<file path="src/rtl/cliu_pkg.sv">
// Shared types, opcode codes and flag helpers for the CPU8 logic instruction unit.
// No dependencies.
`timescale 1ns / 1ps
`default_nettype none

package cliu_pkg;

   localparam logic [7:0] OP_CPI = 8'hFE;
   localparam logic [7:0] OP_RRC = 8'h0F;
   localparam logic [7:0] OP_ANI = 8'hE6;
   localparam logic [7:0] OP_ANA_LO = 8'hA0;
   localparam logic [7:0] OP_ANA_HI = 8'hA7;
   localparam logic [7:0] OP_XRA_LO = 8'hA8;
   localparam logic [7:0] OP_XRA_HI = 8'hAF;

   localparam logic [2:0] SRC_B = 3'd0;
   localparam logic [2:0] SRC_C = 3'd1;
   localparam logic [2:0] SRC_D = 3'd2;
   localparam logic [2:0] SRC_E = 3'd3;
   localparam logic [2:0] SRC_H = 3'd4;
   localparam logic [2:0] SRC_L = 3'd5;
   localparam logic [2:0] SRC_M = 3'd6;

   localparam logic [31:0] CYC_SHORT = 32'd4;
   localparam logic [31:0] CYC_LONG = 32'd7;
   localparam logic [15:0] LEN_ONE = 16'd1;
   localparam logic [15:0] LEN_TWO = 16'd2;

   typedef struct packed {
      logic ac;
      logic cy;
      logic p;
      logic s;
      logic z;
   } flags_type;

   typedef struct packed {
      logic [7:0] acc;
      flags_type flags;
      logic [15:0] pc;
      logic [31:0] cycles;
   } arch_state_type;

   typedef struct packed {
      logic [7:0] opcode;
      logic [7:0] immediate;
      logic [7:0] reg_b;
      logic [7:0] reg_c;
      logic [7:0] reg_d;
      logic [7:0] reg_e;
      logic [7:0] reg_h;
      logic [7:0] reg_l;
      logic [7:0] mem_operand;
   } request_type;

   typedef struct packed {
      arch_state_type state;
      logic unsupported;
   } result_type;

   function automatic flags_type set_zsp(flags_type f, logic [7:0] v);
      flags_type r;
      r = f;
      r.z = (v == 8'h00);
      r.s = v[7];
      r.p = ~^v;
      return r;
   endfunction

endpackage

`default_nettype wire

</file>
<file path="src/rtl/cliu_exec.sv">
// Combinational execute logic: next accumulator, flags, PC and cycle count.
// Depends on cliu_pkg.
`timescale 1ns / 1ps
`default_nettype none

module cliu_exec (
   input  wire cliu_pkg::request_type    req,
   input  wire cliu_pkg::arch_state_type cur,
   output cliu_pkg::arch_state_type      nxt,
   output logic                          unsupported
);
   import cliu_pkg::*;

   logic [7:0] operand;
   logic [7:0] diff;
   logic [2:0] sel;

   assign sel = req.opcode[2:0];
   assign diff = cur.acc - req.immediate;

   always_comb begin
      case (sel)
         SRC_B: operand = req.reg_b;
         SRC_C: operand = req.reg_c;
         SRC_D: operand = req.reg_d;
         SRC_E: operand = req.reg_e;
         SRC_H: operand = req.reg_h;
         SRC_L: operand = req.reg_l;
         SRC_M: operand = req.mem_operand;
         default: operand = cur.acc;
      endcase
   end

   always_comb begin
      nxt = cur;
      unsupported = 1'b0;
      case (req.opcode) inside
         OP_CPI: begin
            nxt.flags = set_zsp(cur.flags, diff);
            nxt.flags.cy = (cur.acc < req.immediate);
            nxt.cycles = cur.cycles + CYC_LONG;
            nxt.pc = cur.pc + LEN_TWO;
         end
         OP_RRC: begin
            nxt.acc = {cur.acc[0], cur.acc[7:1]};
            nxt.flags.cy = cur.acc[0];
            nxt.cycles = cur.cycles + CYC_SHORT;
            nxt.pc = cur.pc + LEN_ONE;
         end
         OP_ANI: begin
            nxt.acc = cur.acc & req.immediate;
            nxt.flags = set_zsp(cur.flags, cur.acc & req.immediate);
            nxt.flags.cy = 1'b0;
            nxt.flags.ac = 1'b0;
            nxt.cycles = cur.cycles + CYC_LONG;
            nxt.pc = cur.pc + LEN_TWO;
         end
         [OP_ANA_LO:OP_ANA_HI]: begin
            nxt.acc = cur.acc & operand;
            nxt.flags = set_zsp(cur.flags, cur.acc & operand);
            nxt.flags.cy = 1'b0;
            nxt.cycles = cur.cycles + ((sel == SRC_M) ? CYC_LONG : CYC_SHORT);
            nxt.pc = cur.pc + LEN_ONE;
         end
         [OP_XRA_LO:OP_XRA_HI]: begin
            nxt.acc = cur.acc ^ operand;
            nxt.flags = set_zsp(cur.flags, cur.acc ^ operand);
            nxt.flags.cy = 1'b0;
            nxt.flags.ac = 1'b0;
            nxt.cycles = cur.cycles + ((sel == SRC_M) ? CYC_LONG : CYC_SHORT);
            nxt.pc = cur.pc + LEN_ONE;
         end
         default: begin
            unsupported = 1'b1;
         end
      endcase
   end

endmodule

`default_nettype wire

</file>
<file path="src/rtl/cpu8_logic_instruction_unit.sv">
// Top level: request register, execute stage, architectural state and result register.
// Depends on cliu_pkg and cliu_exec.
`timescale 1ns / 1ps
`default_nettype none

// One instruction is accepted every cycle unless rsp_stall holds a result in the result
// register; each passes through the request register, then the result register. The
// rate of one instruction per cycle is set by the accumulator and flag feedback loop, which
// closes through the combinational execute logic. The result shows the accumulator, flags, PC and
// cycle count after the instruction; an unknown opcode leaves all of them unchanged and
// sets rsp_unsupported. Architectural state and valid flags clear on reset; data registers do not.
module cpu8_logic_instruction_unit (
   input  wire         clock,
   input  wire         reset,
   input  wire         req_valid,
   output logic        req_stall,
   input  wire  [7:0]  req_opcode,
   input  wire  [7:0]  req_immediate,
   input  wire  [7:0]  req_reg_b,
   input  wire  [7:0]  req_reg_c,
   input  wire  [7:0]  req_reg_d,
   input  wire  [7:0]  req_reg_e,
   input  wire  [7:0]  req_reg_h,
   input  wire  [7:0]  req_reg_l,
   input  wire  [7:0]  req_mem_operand,
   output logic        rsp_valid,
   input  wire         rsp_stall,
   output logic [7:0]  rsp_accumulator,
   output logic        rsp_zero_flag,
   output logic        rsp_sign_flag,
   output logic        rsp_parity_flag,
   output logic        rsp_carry_flag,
   output logic        rsp_aux_carry_flag,
   output logic [15:0] rsp_program_counter,
   output logic [31:0] rsp_cycle_total,
   output logic        rsp_unsupported
);
   import cliu_pkg::*;

   logic           in_valid_ff, in_valid_in;
   request_type    in_ff, in_in;
   logic           out_valid_ff, out_valid_in;
   result_type     result_ff, result_in;
   arch_state_type state_ff, state_in;
   arch_state_type exec_state;
   logic           exec_unsup;
   logic           advance;
   logic           req_take;

   assign advance = in_valid_ff && (!out_valid_ff || !rsp_stall);
   assign req_stall = in_valid_ff && !advance;
   assign req_take = req_valid && !req_stall;

   cliu_exec u_exec (
      .req         (in_ff),
      .cur         (state_ff),
      .nxt         (exec_state),
      .unsupported (exec_unsup)
   );

   always_comb begin
      in_valid_in = in_valid_ff;
      in_in = in_ff;
      if (req_take) begin
         in_valid_in = 1'b1;
         in_in = '{opcode: req_opcode, immediate: req_immediate, reg_b: req_reg_b,
                   reg_c: req_reg_c, reg_d: req_reg_d, reg_e: req_reg_e,
                   reg_h: req_reg_h, reg_l: req_reg_l, mem_operand: req_mem_operand};
      end else if (advance) begin
         in_valid_in = 1'b0;
      end

      out_valid_in = out_valid_ff;
      result_in = result_ff;
      state_in = state_ff;
      if (advance) begin
         out_valid_in = 1'b1;
         result_in.state = exec_state;
         result_in.unsupported = exec_unsup;
         state_in = exec_state;
      end else if (out_valid_ff && !rsp_stall) begin
         out_valid_in = 1'b0;
      end
   end

   always_ff @(posedge clock) begin
      if (reset) begin
         in_valid_ff <= 1'b0;
         out_valid_ff <= 1'b0;
         state_ff <= '0;
      end else begin
         in_valid_ff <= in_valid_in;
         out_valid_ff <= out_valid_in;
         state_ff <= state_in;
      end
      in_ff <= in_in;
      result_ff <= result_in;
   end

   assign rsp_valid = out_valid_ff;
   assign rsp_accumulator = result_ff.state.acc;
   assign rsp_zero_flag = result_ff.state.flags.z;
   assign rsp_sign_flag = result_ff.state.flags.s;
   assign rsp_parity_flag = result_ff.state.flags.p;
   assign rsp_carry_flag = result_ff.state.flags.cy;
   assign rsp_aux_carry_flag = result_ff.state.flags.ac;
   assign rsp_program_counter = result_ff.state.pc;
   assign rsp_cycle_total = result_ff.state.cycles;
   assign rsp_unsupported = result_ff.unsupported;

   // a pending result always reflects the current architectural state
   a_result_matches_state: assert property (@(posedge clock) disable iff (reset)
      out_valid_ff |-> (result_ff.state == state_ff))
      else $error("pending result differs from architectural state");

   a_stall_only_when_full: assert property (@(posedge clock) disable iff (reset)
      req_stall |-> (in_valid_ff && out_valid_ff && rsp_stall))
      else $error("request stalled with room in the pipeline");

   a_unsup_keeps_state: assert property (@(posedge clock) disable iff (reset)
      (advance && exec_unsup) |=> (state_ff == $past(state_ff)))
      else $error("unsupported opcode changed state");

endmodule

`default_nettype wire

</file>
<file path="config.mk">
export PLATFORM = sky130hd
export DESIGN_NAME = cpu8_logic_instruction_unit
export DESIGN_NICKNAME = d
export VERILOG_FILES = /design/src/rtl/cliu_pkg.sv /design/src/rtl/cliu_exec.sv /design/src/rtl/cpu8_logic_instruction_unit.sv
export SDC_FILE = /design/constraint.sdc
export NUM_CORES = 1
export LEC_CHECK = 0
export BUFFER_PORTS_ARGS = -buffer_cell sky130_fd_sc_hd__clkbuf_2
export CORE_MARGIN = 1
export CORE_UTILIZATION = 50
export DETAILED_ROUTE_END_ITERATION = 6
export GPL_ROUTABILITY_DRIVEN = 0
export PLACE_DENSITY = 0.74
export SLEW_MARGIN = 25
export SYNTH_ARGS = -nofsm -noshare
export SYNTH_HDL_FRONTEND = slang
export SYNTH_HIERARCHICAL = 1
export SYNTH_SLANG_ARGS = --single-unit
</file>
<file path="constraint.sdc">
create_clock -name clock -period 5.6 [get_ports clock]
set_input_delay 1.12 -clock clock [delete_from_list [all_inputs] [get_ports clock]]
set_output_delay 1.12 -clock clock [all_outputs]
set_load 0.02 [all_outputs]
</file>
==> summary.txt <==
Setup path
  – Startpoint Class: flip-flop
  – CP max stage delay: 0.84 ns
  – Maximum fanout along the worst path: 22
  – Buf/Inv on CP: 2
  – Worst path arrival time: 4.12 ns
  – FF-to-FF End: state_ff[50]$_SDFFE_PP0P_
  – CP top delay family: compound AO/OA/AOI/OAI gates
  – Setup CP Type: reg2reg
  – FF-to-FF setup slack: 1.78 ns
  – Crit-path slowest cell: edfxtp_1
  – Reg2Reg Launch Point: in_ff[65]$_DFFE_PP_
  – Crit-path cells: clkinv_1, nor2_1, a221oi_1, a31oi_1, nor2_1, a21oi_1, ha_1, inv_1, ha_1, xor2_1, xnor2_1, a211oi_1, a31oi_1, o221ai_1, nand2b_1, mux2i_1
  – Required @ worst endpoint: 5.89 ns
  – Crit end category: flip-flop
  – R2R depth: 16

Hold path
  – Launch point of the worst hold path: state_ff[52]$_SDFFE_PP0P_
  – HP Class: reg2reg
  – Hold Crit Depth: 2
  – Hold-critical path endpoint: state_ff[52]$_SDFFE_PP0P_

Floorplan
  – Height of the die: 148 um
  – Row count: 53
  – DIE WIDTH: 148 um
  – Die Area: 22000 sq um
  – Starting Density: 0.510
  – Core area: 21000 sq um
  – IO Count: 140

Synth
  – FF+latch count, synth: 197
  – Fraction of registers with async set/reset: 0
  – Post-Syn Instances: 973
  – Post-synthesis sequential area ratio: 0.495
  – Mapped Area: 10700 sq um
  – YS warnings: 6
  – Syn_area_per_cell: 11.0 sq um
  – Synth top area share: 0.377
  – Area contributors post-synth: edfxtp_1, dfxtp_1, nand2b_1
  – Number of synthesized flops with an enable pin: 134
  – Area leader, netlist: edfxtp_1
  – Top_reg_cell synth: edfxtp_1
  – Syn_nets: 1097
  – Yosys cell types: 80

Timing
  – Fmax: 261 MHz
  – Post-layout min period: 3.82 ns
  – Fin. max-slew vios: 0
  – Final setup vio count: 0
  – Final hold violations: 0
  – Max Clock Skew: 0.0101 ns
  – Worst slew pin tran: 1.05 ns
  – Final Cycle Share: 0.683
  – Normalized max-slew margin: 0.302
  – Hold Slack: 0.477 ns
  – Worst setup margin: 1.78 ns
  – RSZ-0062 raised after global routing: false
  – TNS Setup: 0 ns

Place
  – Number of I/O port buffers: 139
  – DP Worst Slack: 1.78 ns
  – HPWL after DPL: 15.7 mm

Clock network
  – Clk sinks: 197
  – CTS buffer count: 17
  – H-Tree Depth: 4
  – Root Driver: clkbuf_16
  – Clk buf depth: 2
  – Post-CTS Resized: 0
  – Later-pin clock latency in the skew report: 0.43 ns
  – Post-CTS Setup Repair Bufs: 0
  – Clk pin slew, worst setup/hold paths: 0.07 ns
  – CTS tree: done
  – # hold bufs at CTS: 0

GRT
  – Largest net degree at the start of global routing: 125
  – Gr busiest metal: met2
  – Gr usage total: 0.209
  – Antenna violations before repair: 0
  – GR Util met3: 0.0509
  – Met2 GRT Util: 0.336
  – Vias in the first global route: 7182
  – Global-route wire length before repair: 36.0 mm
  – Total gr overflow: 0
  – GR Layer Usage met1: 0.277

Run
  – Max-cap violations: 0

Route
  – Vias per cell: 5.53
  – Antenna Nets Post-Route: 0
  – Starting DRC count in detailed routing: 560
  – Vias: 7625
  – Post-route DRC: 0
  – WL per Instance: 16.2 um
  – First-pass DRT Iterations: 6
  – Final WL: 22.4 mm

Pwr
  – P_leak: 4.60 nW
  – Peak VDD IR: 0.174 mV
  – Pwr/cell area: 256 nW/um^2
  – Tot Pwr: 3.09 mW

Outcome
  – Status: completed

Final layout
  – Final #Nets: 1214
  – Synth-to-Final Area Change: 13.1%
  – Fillers: 1802
  – Share of cells above drive strength 1: 0.190
  – N_diodes: 0
worst max-delay path by stage:
stage / startpoint / to / slack (ns) / depth (start not counted)
finish: in_ff[65]$_DFFE_PP_ / state_ff[50]$_SDFFE_PP0P_ / 1.78 / 16
global route: in_ff[65]$_DFFE_PP_ / state_ff[50]$_SDFFE_PP0P_ / 1.33 / 16
CTS: in_ff[65]$_DFFE_PP_ / state_ff[50]$_SDFFE_PP0P_ / 1.76 / 16
detailed placement: in_ff[65]$_DFFE_PP_ / state_ff[50]$_SDFFE_PP0P_ / 1.78 / 16
global placement: in_ff[65]$_DFFE_PP_ / state_ff[50]$_SDFFE_PP0P_ / 1.94 / 16
floorplan: rsp_stall / in_ff[0]$_DFFE_PP_ / 0.75 / 3
flip-flops by register name (all words and copies together) (netlist names):
register / cells
rsp_accumulator: 8
rsp_sign_flag: 1
rsp_zero_flag: 1
in_valid_ff: 1
rsp_program_counter: 16
rsp_parity_flag: 1
rsp_carry_flag: 1
rsp_cycle_total: 32
state_ff: 61
in_ff: 72
rsp_unsupported: 1
rsp_aux_carry_flag: 1
rsp_valid: 1
kinds of logic (layout without fill, tap and decap cells):
kind of cell,after synthesis,count (layout),share of synthesized area
AND/OR/NAND/NOR,329,329,0.176
multiplexers,79,79,0.0757
flip-flops,197,197,0.495
XOR/XNOR,58,58,0.0476
adder cells (fa/ha/maj),48,48,0.0576
buffers and inverters,94,224,0.0447
AO/OA/AOI/OAI,168,168,0.104
worst register-to-register path: stages (launching register included):
cell and delay (ns):
edfxtp_1 0.84, clkinv_1 0.47, nor2_1 0.32, a221oi_1 0.14, a31oi_1 0.18, nor2_1 0.08
a21oi_1 0.13, ha_1 0.26, inv_1 0.06, ha_1 0.23, xor2_1 0.18, xnor2_1 0.18
a211oi_1 0.09, a31oi_1 0.18, o221ai_1 0.16, nand2b_1 0.11, mux2i_1 0.08
through the flow:
stage	area [sq um]	cells	utilization
global placement	11500	1345	0.549
CTS	12100	1377	0.576
finish	12100	1378	0.576
detailed placement	11500	1345	0.549
global route	12100	1378	0.576
floorplan	10700	973	-
cells in the mapped netlist, types with 8 or more instances:
cell / count
nand3_1: 27
a21oi_1: 44
dfxtp_1: 63
o22ai_1: 8
buf_2: 12
xor2_1: 20
xnor2_1: 38
edfxtp_1: 134
clkbuf_1: 23
nand2_1: 52
nand2b_1: 126
inv_1: 44
nor3_1: 17
and3_1: 12
a221oi_1: 9
ha_1: 46
o21ai_0: 35
a31oi_1: 14
mux2i_1: 74
nor2_1: 48
power breakdown:
group	switching [mW]	total [mW]	internal [mW]	leakage, nW
Combinational	0.152	0.272	0.120	2.53
Sequential	0.0309	1.64	1.61	1.79
Clock	0.567	1.17	0.608	0.284
cells in the final DEF (no fill, tap or decap), drive strengths merged, types with 3 or more instances in the layout:
cell    count
edfxtp    134
nand2b    127
dfxtp      63
nor3       20
a22oi       7
o22ai       8
and2        4
xor2       20
nand3      27
and4        4
nand2      52
o31ai       3
buf         8
clkinv      8
ha         46
or3         4
xnor2      38
a31oi      14
a221oi      9
nor2b       5
mux2        4
and3       12
inv        50
nand4       8
a32oi       3
a21oi      45
nor2       48
clkbuf    158
o21ai      36
nor4        6
a21o        3
a221o       6
mux2i      74
a211oi      7
metal layers:
layer	up-vias	routed length (um)
li1	3744	-
met1	3570	10000
met2	277	10500
met3	34	1430
met4	0	414
met5	-	0
cell type report:
class | instances | area (sq um) | share of cell area
Sequential cell | 197 | 5290 | 0.438
Multi-Input combinational cell | 682 | 4940 | 0.409
Timing Repair Buffer | 147 | 776 | 0.0642
Clock buffer | 19 | 453 | 0.0375
Tap cell | 275 | 344 | 0.0285
Inverter | 45 | 169 | 0.0140
Clock inverter | 13 | 114 | 0.00943
Note: power is estimated with default switching activity, not from simulation.
